[config.mk]
export PLATFORM = sky130hd
export DESIGN_NAME = lifter_limit_switch_drive_unit_flat
export DESIGN_NICKNAME = d
export VERILOG_FILES = /design/src/design/lls_pkg.sv /design/src/design/lls_if.sv /design/src/design/lifter_limit_switch_drive_unit.sv /design/src/design/lls_regs.sv /design/src/design/lls_step.sv /design/src/flat_wrapper.sv
export SDC_FILE = /design/constraint.sdc
export NUM_CORES = 2
export LEC_CHECK = 0
export BUFFER_PORTS_ARGS = -buffer_cell sky130_fd_sc_hd__buf_2
export CELL_PAD_IN_SITES_DETAIL_PLACEMENT = 0
export CELL_PAD_IN_SITES_GLOBAL_PLACEMENT = 1
export CORE_UTILIZATION = 45
export CTS_BUF_LIST = sky130_fd_sc_hd__clkbuf_4 sky130_fd_sc_hd__clkbuf_8 sky130_fd_sc_hd__clkbuf_16
export CTS_CLUSTER_SIZE = 10
export DETAILED_ROUTE_END_ITERATION = 16
export PLACE_DENSITY_LB_ADDON = 0.1
export SYNTH_ARGS = -nofsm -noshare
export SYNTH_HDL_FRONTEND = slang
export SYNTH_SLANG_ARGS = --single-unit
[constraint.sdc]
create_clock -name clk -period 20.1 [get_ports clk]
set_clock_uncertainty 0.2 [all_clocks]
set_input_delay 1.005 -clock clk [delete_from_list [all_inputs] [get_ports clk]]
set_output_delay 1.005 -clock clk [all_outputs]
set_load 0.02 [all_outputs]
[src/design/lls_pkg.sv]
// lls_pkg: shared types and constants of the lifter limit-switch drive unit
// no dependencies; used by the register file, the step logic and the top level
`default_nettype none

package lls_pkg;

    localparam int SPEED_W   = 16;
    localparam int ANGLE_W   = 16;
    localparam int COUNT_W   = 32;
    localparam int MAG_W     = 15;
    localparam int MARGIN_W  = 16;
    localparam int APC_W     = 16;
    localparam int BIAS_W    = 12;
    localparam int REQ_W     = 2;

    // request kinds
    localparam logic [REQ_W-1:0] REQ_MANUAL   = 2'd0;
    localparam logic [REQ_W-1:0] REQ_GOTO     = 2'd1;
    localparam logic [REQ_W-1:0] REQ_HOLD_TOP = 2'd2;
    localparam logic [REQ_W-1:0] REQ_ZERO     = 2'd3;

    // gravity hold bias per encoder band
    localparam logic signed [BIAS_W-1:0]  BIAS_LOW  = 12'sd0;
    localparam logic signed [BIAS_W-1:0]  BIAS_MID  = -12'sd655;
    localparam logic signed [BIAS_W-1:0]  BIAS_HIGH = -12'sd1966;
    localparam logic signed [COUNT_W-1:0] BAND_MID  = 32'sd100;
    localparam logic signed [COUNT_W-1:0] BAND_HIGH = 32'sd200;

    // configuration register map
    localparam int ADDR_W    = 5;
    localparam int REG_IDX_W = 3;
    localparam logic [REG_IDX_W-1:0] REG_DEADBAND        = 3'd0;
    localparam logic [REG_IDX_W-1:0] REG_SPEED_CAP       = 3'd1;
    localparam logic [REG_IDX_W-1:0] REG_ANGLE_MARGIN    = 3'd2;
    localparam logic [REG_IDX_W-1:0] REG_APPROACH_SPEED  = 3'd3;
    localparam logic [REG_IDX_W-1:0] REG_ANGLE_PER_COUNT = 3'd4;

    localparam logic [MAG_W-1:0]    DEADBAND_RST        = 15'd3277;
    localparam logic [MAG_W-1:0]    SPEED_CAP_RST       = 15'd16384;
    localparam logic [MARGIN_W-1:0] ANGLE_MARGIN_RST    = 16'd512;
    localparam logic [MAG_W-1:0]    APPROACH_SPEED_RST  = 15'd9830;
    localparam logic [APC_W-1:0]    ANGLE_PER_COUNT_RST = 16'd256;

    typedef struct packed {
        logic [MAG_W-1:0]    deadband;
        logic [MAG_W-1:0]    speed_cap;
        logic [MARGIN_W-1:0] angle_margin;
        logic [MAG_W-1:0]    approach_speed;
        logic [APC_W-1:0]    angle_per_count;
    } cfg_t;

    typedef struct packed {
        logic [REQ_W-1:0]          req_type;
        logic signed [SPEED_W-1:0] lifter_speed;
        logic signed [ANGLE_W-1:0] target_angle;
        logic signed [COUNT_W-1:0] encoder_raw;
        logic                      low_switch_a;
        logic                      low_switch_b;
        logic                      high_switch_a;
        logic                      high_switch_b;
    } req_t;

    typedef struct packed {
        logic signed [SPEED_W-1:0] lifter_drive;
        logic                      target_reached;
        logic                      top_flag;
        logic signed [COUNT_W-1:0] position_count;
    } rsp_t;

    typedef struct packed {
        logic signed [BIAS_W-1:0]  hold_bias;
        logic                      top_latched;
        logic signed [COUNT_W-1:0] count_offset;
        logic signed [SPEED_W-1:0] last_drive;
    } state_t;

endpackage

`default_nettype wire

[src/design/lls_if.sv]
// lls_req_if / lls_rsp_if: valid-ready channels for requests and results
// depends on lls_pkg for field widths
`default_nettype none

interface lls_req_if;
    logic                               valid;
    logic                               ready;
    logic [lls_pkg::REQ_W-1:0]          req_type;
    logic signed [lls_pkg::SPEED_W-1:0] lifter_speed;
    logic signed [lls_pkg::ANGLE_W-1:0] target_angle;
    logic signed [lls_pkg::COUNT_W-1:0] encoder_raw;
    logic                               low_switch_a;
    logic                               low_switch_b;
    logic                               high_switch_a;
    logic                               high_switch_b;

    modport source (
        output valid, req_type, lifter_speed, target_angle, encoder_raw,
               low_switch_a, low_switch_b, high_switch_a, high_switch_b,
        input  ready
    );
    modport sink (
        input  valid, req_type, lifter_speed, target_angle, encoder_raw,
               low_switch_a, low_switch_b, high_switch_a, high_switch_b,
        output ready
    );
endinterface

interface lls_rsp_if;
    logic                               valid;
    logic                               ready;
    logic signed [lls_pkg::SPEED_W-1:0] lifter_drive;
    logic                               target_reached;
    logic                               top_flag;
    logic signed [lls_pkg::COUNT_W-1:0] position_count;

    modport source (
        output valid, lifter_drive, target_reached, top_flag, position_count,
        input  ready
    );
    modport sink (
        input  valid, lifter_drive, target_reached, top_flag, position_count,
        output ready
    );
endinterface

`default_nettype wire

[src/design/lifter_limit_switch_drive_unit.sv]
// lifter_limit_switch_drive_unit: top level of the lifter drive block
// depends on lls_pkg, lls_if, lls_regs and lls_step
`default_nettype none

// Lifter motor drive with limit switches, gravity hold bias and encoder zeroing.
// Each request transaction gives exactly one result transaction. A request is
// captured in an input register, the whole step (position subtract, one
// 32x17 angle multiply, compare, clamp and saturate) runs combinationally from
// there into the result register, and the lifter state is updated in the same
// edge. One transaction per clock is sustained while results are taken; a result
// passes through the input register and then the result register, and a stalled
// result holds the input stage only once both registers are full. Configuration
// registers sit on the APB port at byte addresses 0x00 deadband, 0x04 speed_cap,
// 0x08 angle_margin, 0x0c approach_speed and 0x10 angle_per_count; write them only while idle.
module lifter_limit_switch_drive_unit (
    input  wire logic                        clk,
    input  wire logic                        rst_n,
    lls_req_if.sink                          req,
    lls_rsp_if.source                        rsp,
    input  wire logic                        psel,
    input  wire logic                        penable,
    input  wire logic                        pwrite,
    input  wire logic [lls_pkg::ADDR_W-1:0]  paddr,
    input  wire logic [31:0]                 pwdata,
    output logic [31:0]                      prdata,
    output logic                             pready
);

    lls_pkg::cfg_t    cfg;
    lls_pkg::req_t    req_in;
    lls_pkg::req_t    in_reg;
    lls_pkg::rsp_t    out_reg;
    lls_pkg::rsp_t    step_rsp;
    lls_pkg::state_t  st_reg;
    lls_pkg::state_t  st_next;
    logic             in_vld_reg;
    logic             in_vld_next;
    logic             out_vld_reg;
    logic             out_vld_next;
    logic             in_take;
    logic             advance;

    lls_regs u_regs (
        .clk     (clk),
        .rst_n   (rst_n),
        .psel    (psel),
        .penable (penable),
        .pwrite  (pwrite),
        .paddr   (paddr),
        .pwdata  (pwdata),
        .prdata  (prdata),
        .pready  (pready),
        .cfg     (cfg)
    );

    lls_step u_step (
        .cfg    (cfg),
        .req    (in_reg),
        .st     (st_reg),
        .st_out (st_next),
        .rsp    (step_rsp)
    );

    assign req_in.req_type      = req.req_type;
    assign req_in.lifter_speed  = req.lifter_speed;
    assign req_in.target_angle  = req.target_angle;
    assign req_in.encoder_raw   = req.encoder_raw;
    assign req_in.low_switch_a  = req.low_switch_a;
    assign req_in.low_switch_b  = req.low_switch_b;
    assign req_in.high_switch_a = req.high_switch_a;
    assign req_in.high_switch_b = req.high_switch_b;

    // the input stage moves on whenever the result register is free or drains
    assign advance      = in_vld_reg && (!out_vld_reg || rsp.ready);
    assign req.ready    = !in_vld_reg || advance;
    assign in_take      = req.valid && req.ready;
    assign in_vld_next  = in_take || (in_vld_reg && !advance);
    assign out_vld_next = advance || (out_vld_reg && !rsp.ready);

    always_ff @(posedge clk or negedge rst_n)
    begin
        if (!rst_n)
        begin
            in_vld_reg          <= 1'b0;
            out_vld_reg         <= 1'b0;
            st_reg.hold_bias    <= lls_pkg::BIAS_LOW;
            st_reg.top_latched  <= 1'b1;
            st_reg.count_offset <= '0;
            st_reg.last_drive   <= '0;
        end
        else
        begin
            in_vld_reg  <= in_vld_next;
            out_vld_reg <= out_vld_next;
            if (advance)
                st_reg <= st_next;
        end
    end

    always_ff @(posedge clk)
    begin
        if (in_take)
            in_reg <= req_in;
        if (advance)
            out_reg <= step_rsp;
    end

    assign rsp.valid          = out_vld_reg;
    assign rsp.lifter_drive   = out_reg.lifter_drive;
    assign rsp.target_reached = out_reg.target_reached;
    assign rsp.top_flag       = out_reg.top_flag;
    assign rsp.position_count = out_reg.position_count;

`ifndef SYNTH
    // zeroing the encoder makes the reported position zero
    a_zero_pos: assert property (@(posedge clk) disable iff (!rst_n)
        (advance && in_reg.req_type == lls_pkg::REQ_ZERO)
        |=> (out_reg.position_count == '0))
        else $error("position not zero after encoder zero transaction");

    // only a go-to-angle transaction may report target reached
    a_reached_goto: assert property (@(posedge clk) disable iff (!rst_n)
        (advance && in_reg.req_type != lls_pkg::REQ_GOTO) |=> !out_reg.target_reached)
        else $error("target reached set outside go-to-angle");

    // both stages full and result stalled: no new request taken
    a_full_stall: assert property (@(posedge clk) disable iff (!rst_n)
        (in_vld_reg && out_vld_reg && !rsp.ready) |-> !req.ready)
        else $error("request accepted while pipeline full");

    // a held result is not dropped without a handshake
    a_out_load: assert property (@(posedge clk) disable iff (!rst_n)
        (!advance && out_vld_reg) |=> out_vld_reg || $past(rsp.ready))
        else $error("result dropped without handshake");
`endif

endmodule

`default_nettype wire

[src/design/lls_regs.sv]
// lls_regs: APB-style configuration register file
// depends on lls_pkg for the register map and cfg_t
`default_nettype none

module lls_regs (
    input  wire logic                        clk,
    input  wire logic                        rst_n,
    input  wire logic                        psel,
    input  wire logic                        penable,
    input  wire logic                        pwrite,
    input  wire logic [lls_pkg::ADDR_W-1:0]  paddr,
    input  wire logic [31:0]                 pwdata,
    output logic [31:0]                      prdata,
    output logic                             pready,
    output lls_pkg::cfg_t                    cfg
);

    lls_pkg::cfg_t                   cfg_reg;
    lls_pkg::cfg_t                   cfg_next;
    logic [lls_pkg::REG_IDX_W-1:0]   idx;
    logic                            wr_en;

    assign idx    = paddr[lls_pkg::ADDR_W-1:2];
    assign wr_en  = psel && penable && pwrite;
    assign pready = 1'b1;
    assign cfg    = cfg_reg;

    always_comb
    begin
        cfg_next = cfg_reg;
        if (wr_en)
        begin
            unique case (idx)
                lls_pkg::REG_DEADBAND:        cfg_next.deadband        = pwdata[14:0];
                lls_pkg::REG_SPEED_CAP:       cfg_next.speed_cap       = pwdata[14:0];
                lls_pkg::REG_ANGLE_MARGIN:    cfg_next.angle_margin    = pwdata[15:0];
                lls_pkg::REG_APPROACH_SPEED:  cfg_next.approach_speed  = pwdata[14:0];
                lls_pkg::REG_ANGLE_PER_COUNT: cfg_next.angle_per_count = pwdata[15:0];
                default:                      cfg_next = cfg_reg;
            endcase
        end
    end

    always_comb
    begin
        unique case (idx)
            lls_pkg::REG_DEADBAND:        prdata = {17'd0, cfg_reg.deadband};
            lls_pkg::REG_SPEED_CAP:       prdata = {17'd0, cfg_reg.speed_cap};
            lls_pkg::REG_ANGLE_MARGIN:    prdata = {16'd0, cfg_reg.angle_margin};
            lls_pkg::REG_APPROACH_SPEED:  prdata = {17'd0, cfg_reg.approach_speed};
            lls_pkg::REG_ANGLE_PER_COUNT: prdata = {16'd0, cfg_reg.angle_per_count};
            default:                      prdata = 32'd0;
        endcase
    end

    always_ff @(posedge clk or negedge rst_n)
    begin
        if (!rst_n)
        begin
            cfg_reg.deadband        <= lls_pkg::DEADBAND_RST;
            cfg_reg.speed_cap       <= lls_pkg::SPEED_CAP_RST;
            cfg_reg.angle_margin    <= lls_pkg::ANGLE_MARGIN_RST;
            cfg_reg.approach_speed  <= lls_pkg::APPROACH_SPEED_RST;
            cfg_reg.angle_per_count <= lls_pkg::ANGLE_PER_COUNT_RST;
        end
        else
        begin
            cfg_reg <= cfg_next;
        end
    end

endmodule

`default_nettype wire

[src/design/lls_step.sv]
// lls_step: combinational step logic, one request in, one result and next state out
// depends on lls_pkg for cfg_t, req_t, rsp_t, state_t and constants
`default_nettype none

module lls_step (
    input  wire lls_pkg::cfg_t    cfg,
    input  wire lls_pkg::req_t    req,
    input  wire lls_pkg::state_t  st,
    output lls_pkg::state_t       st_out,
    output lls_pkg::rsp_t         rsp
);

    localparam int SP_W     = 17;
    localparam int SUM_W    = 18;
    localparam int PROD_W   = 49;
    localparam int DIFF_W   = 50;
    localparam int BIAS_W_L = lls_pkg::BIAS_W;

    logic                      low_hit;
    logic                      high_hit;
    logic signed [31:0]        pos;
    logic signed [PROD_W-1:0]  pos_x;
    logic signed [PROD_W-1:0]  apc_x;
    logic signed [PROD_W-1:0]  ang;
    logic signed [DIFF_W-1:0]  diff;
    logic [DIFF_W-1:0]         abs_diff;
    logic                      reached;
    logic signed [BIAS_W_L-1:0] hb_new;
    logic signed [SP_W-1:0]    sp;
    logic signed [SP_W-1:0]    db;
    logic signed [SP_W-1:0]    cap;
    logic signed [SUM_W-1:0]   sum;
    logic signed [15:0]        sum_sat;
    logic signed [15:0]        man_drive;
    logic                      man_top;
    logic signed [31:0]        man_offset;
    logic signed [15:0]        drive;

    // a stop reads as pressed unless both of its inputs are clear
    assign low_hit  = !(req.low_switch_a && req.low_switch_b);
    assign high_hit = !(req.high_switch_a && req.high_switch_b);

    assign pos   = req.encoder_raw - st.count_offset;
    assign pos_x = {{(PROD_W-32){pos[31]}}, pos};
    assign apc_x = {{(PROD_W-lls_pkg::APC_W){1'b0}}, cfg.angle_per_count};
    assign ang   = pos_x * apc_x;
    assign diff  = {{(DIFF_W-lls_pkg::ANGLE_W){req.target_angle[15]}}, req.target_angle}
                 - {ang[PROD_W-1], ang};
    assign abs_diff = diff[DIFF_W-1] ? DIFF_W'(-diff) : DIFF_W'(diff);
    assign reached  = {{(DIFF_W-lls_pkg::MARGIN_W){1'b0}}, cfg.angle_margin} >= abs_diff;

    always_comb
    begin
        if (pos < lls_pkg::BAND_MID)
            hb_new = lls_pkg::BIAS_LOW;
        else if (pos < lls_pkg::BAND_HIGH)
            hb_new = lls_pkg::BIAS_MID;
        else
            hb_new = lls_pkg::BIAS_HIGH;
    end

    assign db  = $signed({2'b00, cfg.deadband});
    assign cap = $signed({2'b00, cfg.speed_cap});

    // speed fed to the manual path: request speed, or bang-bang toward target and the stored hold bias once reached
    always_comb
    begin
        if (req.req_type == lls_pkg::REQ_GOTO)
        begin
            if (reached)
                sp = SP_W'(st.hold_bias);
            else if (diff[DIFF_W-1])
                sp = -$signed({2'b00, cfg.approach_speed});
            else
                sp = $signed({2'b00, cfg.approach_speed});
        end
        else
        begin
            sp = SP_W'(req.lifter_speed);
        end
    end

    assign sum = SUM_W'(sp) + SUM_W'(hb_new);

    always_comb
    begin
        if (sum > 18'sd32767)
            sum_sat = 16'sh7fff;
        else if (sum < -18'sd32768)
            sum_sat = 16'sh8000;
        else
            sum_sat = sum[15:0];
    end

    always_comb
    begin
        man_offset = st.count_offset;
        man_top    = st.top_latched;
        if (low_hit && sp > 0)
        begin
            man_drive = 16'sd0;
        end
        else if (high_hit && sp < 0)
        begin
            // reaching the high stop re-zeroes the encoder
            man_drive  = 16'sd0;
            man_offset = req.encoder_raw;
            man_top    = 1'b1;
        end
        else if (sp < db && sp > -db)
        begin
            man_drive = 16'(hb_new);
        end
        else if (sp > cap)
        begin
            man_drive = cap[15:0];
        end
        else if (sp < -cap)
        begin
            man_drive = 16'(-cap);
        end
        else
        begin
            man_drive = sum_sat;
        end
        if (sp > 0)
            man_top = 1'b0;
    end

    always_comb
    begin
        st_out = st;
        drive  = st.last_drive;
        unique case (req.req_type) inside
            lls_pkg::REQ_MANUAL, lls_pkg::REQ_GOTO:
            begin
                drive              = man_drive;
                st_out.hold_bias   = hb_new;
                st_out.count_offset = man_offset;
                st_out.top_latched = man_top;
            end
            lls_pkg::REQ_HOLD_TOP:
            begin
                if (st.top_latched)
                    drive = high_hit ? 16'sd0 : 16'(-cap);
            end
            lls_pkg::REQ_ZERO:
            begin
                st_out.count_offset = req.encoder_raw;
            end
            default:
            begin
                drive = st.last_drive;
            end
        endcase
        st_out.last_drive = drive;
    end

    assign rsp.lifter_drive   = drive;
    assign rsp.target_reached = (req.req_type == lls_pkg::REQ_GOTO) && reached;
    assign rsp.top_flag       = st_out.top_latched;
    assign rsp.position_count = req.encoder_raw - st_out.count_offset;

endmodule

`default_nettype wire

[src/flat_wrapper.sv]
// flat-port wrapper written by rule: the top's interface ports become plain ports
module lifter_limit_switch_drive_unit_flat 
  (clk, rst_n, psel, penable, pwrite, paddr, pwdata, prdata, pready, req_valid, req_req_type, req_lifter_speed, req_target_angle, req_encoder_raw, req_low_switch_a, req_low_switch_b, req_high_switch_a, req_high_switch_b, req_ready, rsp_valid, rsp_lifter_drive, rsp_target_reached, rsp_top_flag, rsp_position_count, rsp_ready);
  lls_req_if req_i ();
  lls_rsp_if rsp_i ();
  input  wire logic clk;
  input  wire logic rst_n;
  input  wire logic psel;
  input  wire logic penable;
  input  wire logic pwrite;
  input  wire logic [lls_pkg::ADDR_W-1:0] paddr;
  input  wire logic [31:0] pwdata;
  output logic [31:0] prdata;
  output logic pready;
  input wire logic [$bits(req_i.valid)-1:0] req_valid;
  input wire logic [$bits(req_i.req_type)-1:0] req_req_type;
  input wire logic [$bits(req_i.lifter_speed)-1:0] req_lifter_speed;
  input wire logic [$bits(req_i.target_angle)-1:0] req_target_angle;
  input wire logic [$bits(req_i.encoder_raw)-1:0] req_encoder_raw;
  input wire logic [$bits(req_i.low_switch_a)-1:0] req_low_switch_a;
  input wire logic [$bits(req_i.low_switch_b)-1:0] req_low_switch_b;
  input wire logic [$bits(req_i.high_switch_a)-1:0] req_high_switch_a;
  input wire logic [$bits(req_i.high_switch_b)-1:0] req_high_switch_b;
  output wire logic [$bits(req_i.ready)-1:0] req_ready;
  output wire logic [$bits(rsp_i.valid)-1:0] rsp_valid;
  output wire logic [$bits(rsp_i.lifter_drive)-1:0] rsp_lifter_drive;
  output wire logic [$bits(rsp_i.target_reached)-1:0] rsp_target_reached;
  output wire logic [$bits(rsp_i.top_flag)-1:0] rsp_top_flag;
  output wire logic [$bits(rsp_i.position_count)-1:0] rsp_position_count;
  input wire logic [$bits(rsp_i.ready)-1:0] rsp_ready;
  assign req_i.valid = req_valid;
  assign req_i.req_type = req_req_type;
  assign req_i.lifter_speed = req_lifter_speed;
  assign req_i.target_angle = req_target_angle;
  assign req_i.encoder_raw = req_encoder_raw;
  assign req_i.low_switch_a = req_low_switch_a;
  assign req_i.low_switch_b = req_low_switch_b;
  assign req_i.high_switch_a = req_high_switch_a;
  assign req_i.high_switch_b = req_high_switch_b;
  assign req_ready = req_i.ready;
  assign rsp_valid = rsp_i.valid;
  assign rsp_lifter_drive = rsp_i.lifter_drive;
  assign rsp_target_reached = rsp_i.target_reached;
  assign rsp_top_flag = rsp_i.top_flag;
  assign rsp_position_count = rsp_i.position_count;
  assign rsp_i.ready = rsp_ready;
  lifter_limit_switch_drive_unit u_core (.clk(clk), .rst_n(rst_n), .req(req_i), .rsp(rsp_i), .psel(psel), .penable(penable), .pwrite(pwrite), .paddr(paddr), .pwdata(pwdata), .prdata(prdata), .pready(pready));
endmodule
# Yosys cells after proc, flatten, opt, wreduce, memory -nomap -nowiden
# Cells that the tools add are included.
# totals
mem_bits_rw,0
reg_bits,260
n_memories,0
latch_bits,0
out_inout_bits,85
romBits,0
inputBits,114
word_cells,105
# classes
muxes,24
shift,0
n_eq_ne,7
div_mod_pow,0
mul,1
magnitude_cmp,11
reduce_logical,31
n_bitwise,0
n_addsub,8
# op_table
cell,count
$mux 16,9
$pmux 16 s5,1
$mux 32,2
$pmux 32 s2,1
$sub 32x32->32,2
$mux 17,3
$neg 15->17,3
$ge 16x50->1,1
$mux 50,1
$neg 50->50,1
$sub 16x49->50,1
$mul 32x17->49,1
$lt 32x8->1 const B,1
$lt 32x9->1 const B,1
$pmux 16 s2,1
$add 17x12->18,1
$gt 18x16->1 const B,1
$lt 18x16->1 const B,1
$gt 17x1->1 const B,1
$gt 17x16->1,1
$gt 17x17->1,1
$lt 17x1->1 const B,1
$lt 17x16->1,1
$lt 17x17->1,1
other kinds (15),44

# Logic depth before layout (Yosys ltp)
# logic_depth
depth_word,18
mapped_depth,92
ltp_nobuf,83

# Hierarchy
# From an unflattened synthesis, not the netlist that was laid out.
# unflattened
hier_cells,4528
hier_area_um2,40976.8
# by_module_without_submodules
module,n_inst,seq_area_each_um2,cells_per_inst,area_each_um2
lls_step,1,0.0,4009,31021.0
lifter_limit_switch_drive_unit,1,5181.2,257,6212.2
lls_regs,1,1948.1,262,3743.6

# Least setup slack after synthesis
# Ideal clock, no wire load.
# synth_timing
path_type,register -> register
startpoint,register u_core.in_reg[5] (netlist bit)
endpoint,"register u_core.out_reg (netlist bit u_core.rsp.position_count[30]), data pin"
t_required_ns,19.642
arrival_ns,18.206
setup_slack_ns,1.436
stages_incl_launch_ff,89
path_buffers,9
period_less_slack_ns,18.664
setup_ns,0.258
path_cell_list,edfxtp_1 -> ha_1 -> nor2b_1 -> o21ai_0 -> a21boi_0 -> o21a_1 -> o21ai_0 -> a21oi_1 -> or3_1 -> and3_1 -> o31ai_1 -> o21ai_0 -> a21oi_1 -> o21ai_0 -> o41ai_1 -> o221ai_1 -> a21oi_1 -> xnor2_1 -> [... 53 more ...] -> o21ai_0 -> a21boi_0 -> o21ai_0 -> a21boi_0 -> o21ai_0 -> a21boi_0 -> o21ai_0 -> a21boi_0 -> o21ai_0 -> a21boi_0 -> o21ai_0 -> a211oi_1 -> a41o_1 -> o41ai_1 -> o211ai_1 -> a31o_2 -> a21oi_1 -> xnor2_1
# synth_lines
element,line,text
from (decl),lifter_limit_switch_drive_unit.sv:31,lls_pkg::req_t in_reg;
from (signal assigned),lifter_limit_switch_drive_unit.sv:103,in_reg <= req_in;
to (signal assigned),lifter_limit_switch_drive_unit.sv:105,out_reg <= step_rsp;
to (decl),lifter_limit_switch_drive_unit.sv:32,lls_pkg::rsp_t out_reg;

==> metrics <==
Area Overhead vs Synth 9.59%; critical path type reg -> reg; max FFs per register 77; Critical Path Start u_core.in_reg[4]$_DFFE_PP_; # rows 108; Critical R2R Capture u_core.rsp.position_count[30]$_DFFE_PP_; share of flip-flops with an asynchronous set or reset 52.2%; Worst R2R Setup Slack 1.36 ns; I/O Buffers 163; core area 86,900 µm²; vias in the first global route 32,283; Worst slew margin 24.5%; crit path DAT 18.83 ns; largest net degree at the start of global routing 79; GP Congestion 0.916; CP startpoint kind flip-flop; Yosys top cell area share 26.8%; outcome complete, no violations; total global-route track usage 27.2%; Synth Warn # 0; DRC viols 0; slowest CP cell or4_1; Max Freq 0.0534 GHz; fraction of layout cells with a size suffix above 1 11.3%; Initial Util 45.5%; CP most frequent cell fa_1; Vias/cell 5.44; first-pass GRT wire length 187,000 µm; Wirelength per Cell 20.6 µm; slowest stage delay, CP 0.64 ns; CTS H-Tree Depth 2; Max Cap Viol 0; Crit path required time 20.19 ns; critical path capture point type flip-flop; DRT Wirelength 119,000 µm; CP Max Fanout 19; fin crit share 93.2%; Final Cell Area 43,300 µm²; Worst Hold Class in -> async; Clk pin slew, worst setup/hold paths 0.07 ns; DP Area 42,000 µm²; ranking of synthesized cells by area fa_1 (27%), edfxtp_1 (9.1%), ha_1 (9.1%); GR Overflow Total 0; worst slew pin tran 1.13 ns; proportion of synthesized chip area in sequential cells 17.5%; IO Count 199; Synth top cells by count inv_1 (758), fa_1 (529), nand2_1 (460), and2_1 (292), ha_1 (286); die area 89,000 µm²; hold slack 0.239 ns; Synth cell types 98; via count 31,336; min Tclk post-route 18.74 ns; post-DP HPWL 94,300 µm; clk sink count 251; Synth Instances 4,439; Iter 0 DRT Violations 1,846; maximum clock insertion buffer count 3; average size of a mapped cell 8.91 µm²; Final Hold Vio Count 0; Synth Flop Type edfxtp_1; Post-synth EDFFs 120; CTS root buffer clkbuf_16; R2R depth 75; ANT nets after route 0; end of the critical path u_core.rsp.position_count[30]$_DFFE_PP_; final-stage net count 5,500; worst flop-to-flop path startpoint u_core.in_reg[4]$_DFFE_PP_; # setup viols final 0; hold_buf cts 0; initial antenna violation count 15; Clk Latency, worst-skew pair 0.61 ns; filler instances 8,470; DIE HEIGHT 298 µm; die width 298 µm; synthesized cell area 39,500 µm²; most frequent cell after synthesis inv_1; CTS Buf Count 35; Yosys reg bits 251; drt pass-1 iters 5; setup TNS 0 ns; post-synth top area cell fa_1; CTS tree done; Slew Limit Fails 0
-- kinds of logic (layout without fill, tap and decap cells) --
| logic type | after synthesis | after routing | synth area share (%) |
|---|---|---|---|
| buffers and inverters | 951 | 1094 | 9.26 |
| AOI/OAI and AO/OA | 723 | 723 | 12.3 |
| adders and majority gates | 815 | 815 | 35.8 |
| muxes | 152 | 152 | 4.17 |
| other | 2 | 21 | 0.0190 |
| and+or+nand+nor | 1389 | 1389 | 17.5 |
| xor gates and xnor gates | 156 | 156 | 3.48 |
| DFF | 251 | 251 | 17.5 |
-- metal layers --
layer | vias to the layer above | share of wire [%] | GRT usage (%)
met2 | 703 | 46 | 43.9
met1 | 15643 | 45 | 37.5
met5 | - | 0 | 0
met3 | 162 | 5.5 | 4.25
met4 | 0 | 2.9 | 8.12
li1 | 14828 | - | -
-- cell type report --
| cell class | count | area, µm² | area share, % |
|---|---|---|---|
| clock buffers | 53 | 1090 | 2.52 |
| well taps | 1155 | 1450 | 3.34 |
| diodes | 4 | 10.0 | 0.0231 |
| multi-input cells | 3252 | 29200 | 67.5 |
| flip-flops and latches | 251 | 6910 | 16.0 |
| inverters | 758 | 2850 | 6.58 |
| clock inverters | 10 | 92.6 | 0.214 |
| repair buffers | 273 | 1680 | 3.87 |
-- repair_timing --
item / in CTS / in global routing
setup buffers: 0 / 6
endpoints found under the setup margin: 1 / 13
gates resized for setup: 1 / 29
pin swaps: 0 / 3
-- worst max-delay path, delay by kind of cell (launching register included) --
| kind | cells | cell delay [ns] |
|---|---|---|
| AO/OA/AOI/OAI | 35 | 7.11 |
| buffers and inverters | 11 | 1.33 |
| flip-flops | 1 | 0.35 |
| XOR/XNOR | 3 | 0.95 |
| adder cells (fa/ha/maj) | 10 | 4.48 |
| AND/OR/NAND/NOR | 16 | 4.04 |
-- layout by cell type, fill, tap and decap left out, types with 26 or more instances in the layout --
cell type / Yosys / layout
inv_1: 758 / 755
fa_1: 529 / 528
nand2_1: 460 / 459
and2_1: 292 / 291
ha_1: 286 / 285
nor2_1: 225 / 223
a21oi_1: 176 / 174
buf_2: 10 / 162
o21ai_0: 144 / 138
edfxtp_1: 120 / 120
dfrtp_1: 113 / 108
buf_4: 19 / 106
xnor2_1: 107 / 100
nor3_1: 77 / 76
mux2_2: 73 / 73
nand3_1: 72 / 72
mux2i_1: 67 / 67
a21o_1: 63 / 63
xor2_1: 48 / 47
nor2b_1: 41 / 41
o21a_1: 39 / 39
clkbuf_16: 0 / 39
nand4_1: 37 / 37
or3_1: 33 / 33
nand2b_1: 32 / 32
nor4_1: 30 / 28
a211oi_1: 28 / 26
o211ai_1: 26 / 26
-- per-stage QoR --
step	setup WS [ns]	std cells	util [%]
after floorplan	1.44	4454	-
after global placement	0.248	5683	48.3
after detailed placement	0.0450	5683	48.3
after CTS	0.120	5746	49.7
after global routing	-0.0135	5753	49.9
final	1.36	5756	49.9
-- worst min path at each step --
stage / start / to / slack (ns) / depth (start not counted)
4_1_cts: rst_n / u_core.u_regs.cfg[53]$_DFFE_PN0P_ / 0.27 / 1
5_1_grt: u_core.st_reg[15]$_DFFE_PN0P_ / u_core.st_reg[15]$_DFFE_PN0P_ / 0.29 / 2
3_3_place_gp: u_core.st_reg[15]$_DFFE_PN0P_ / u_core.st_reg[15]$_DFFE_PN0P_ / 0.26 / 2
3_5_place_dp: u_core.st_reg[15]$_DFFE_PN0P_ / u_core.st_reg[15]$_DFFE_PN0P_ / 0.26 / 2
2_1_floorplan: u_core.st_reg[15]$_DFFE_PN0P_ / u_core.st_reg[15]$_DFFE_PN0P_ / 0.25 / 2
6_report: rst_n / u_core.u_regs.cfg[53]$_DFFE_PN0P_ / 0.24 / 1
Power is left out: the tool's default activity adds up to more than one toggle a clock period on the data nets, which glitch-free logic cannot reach.
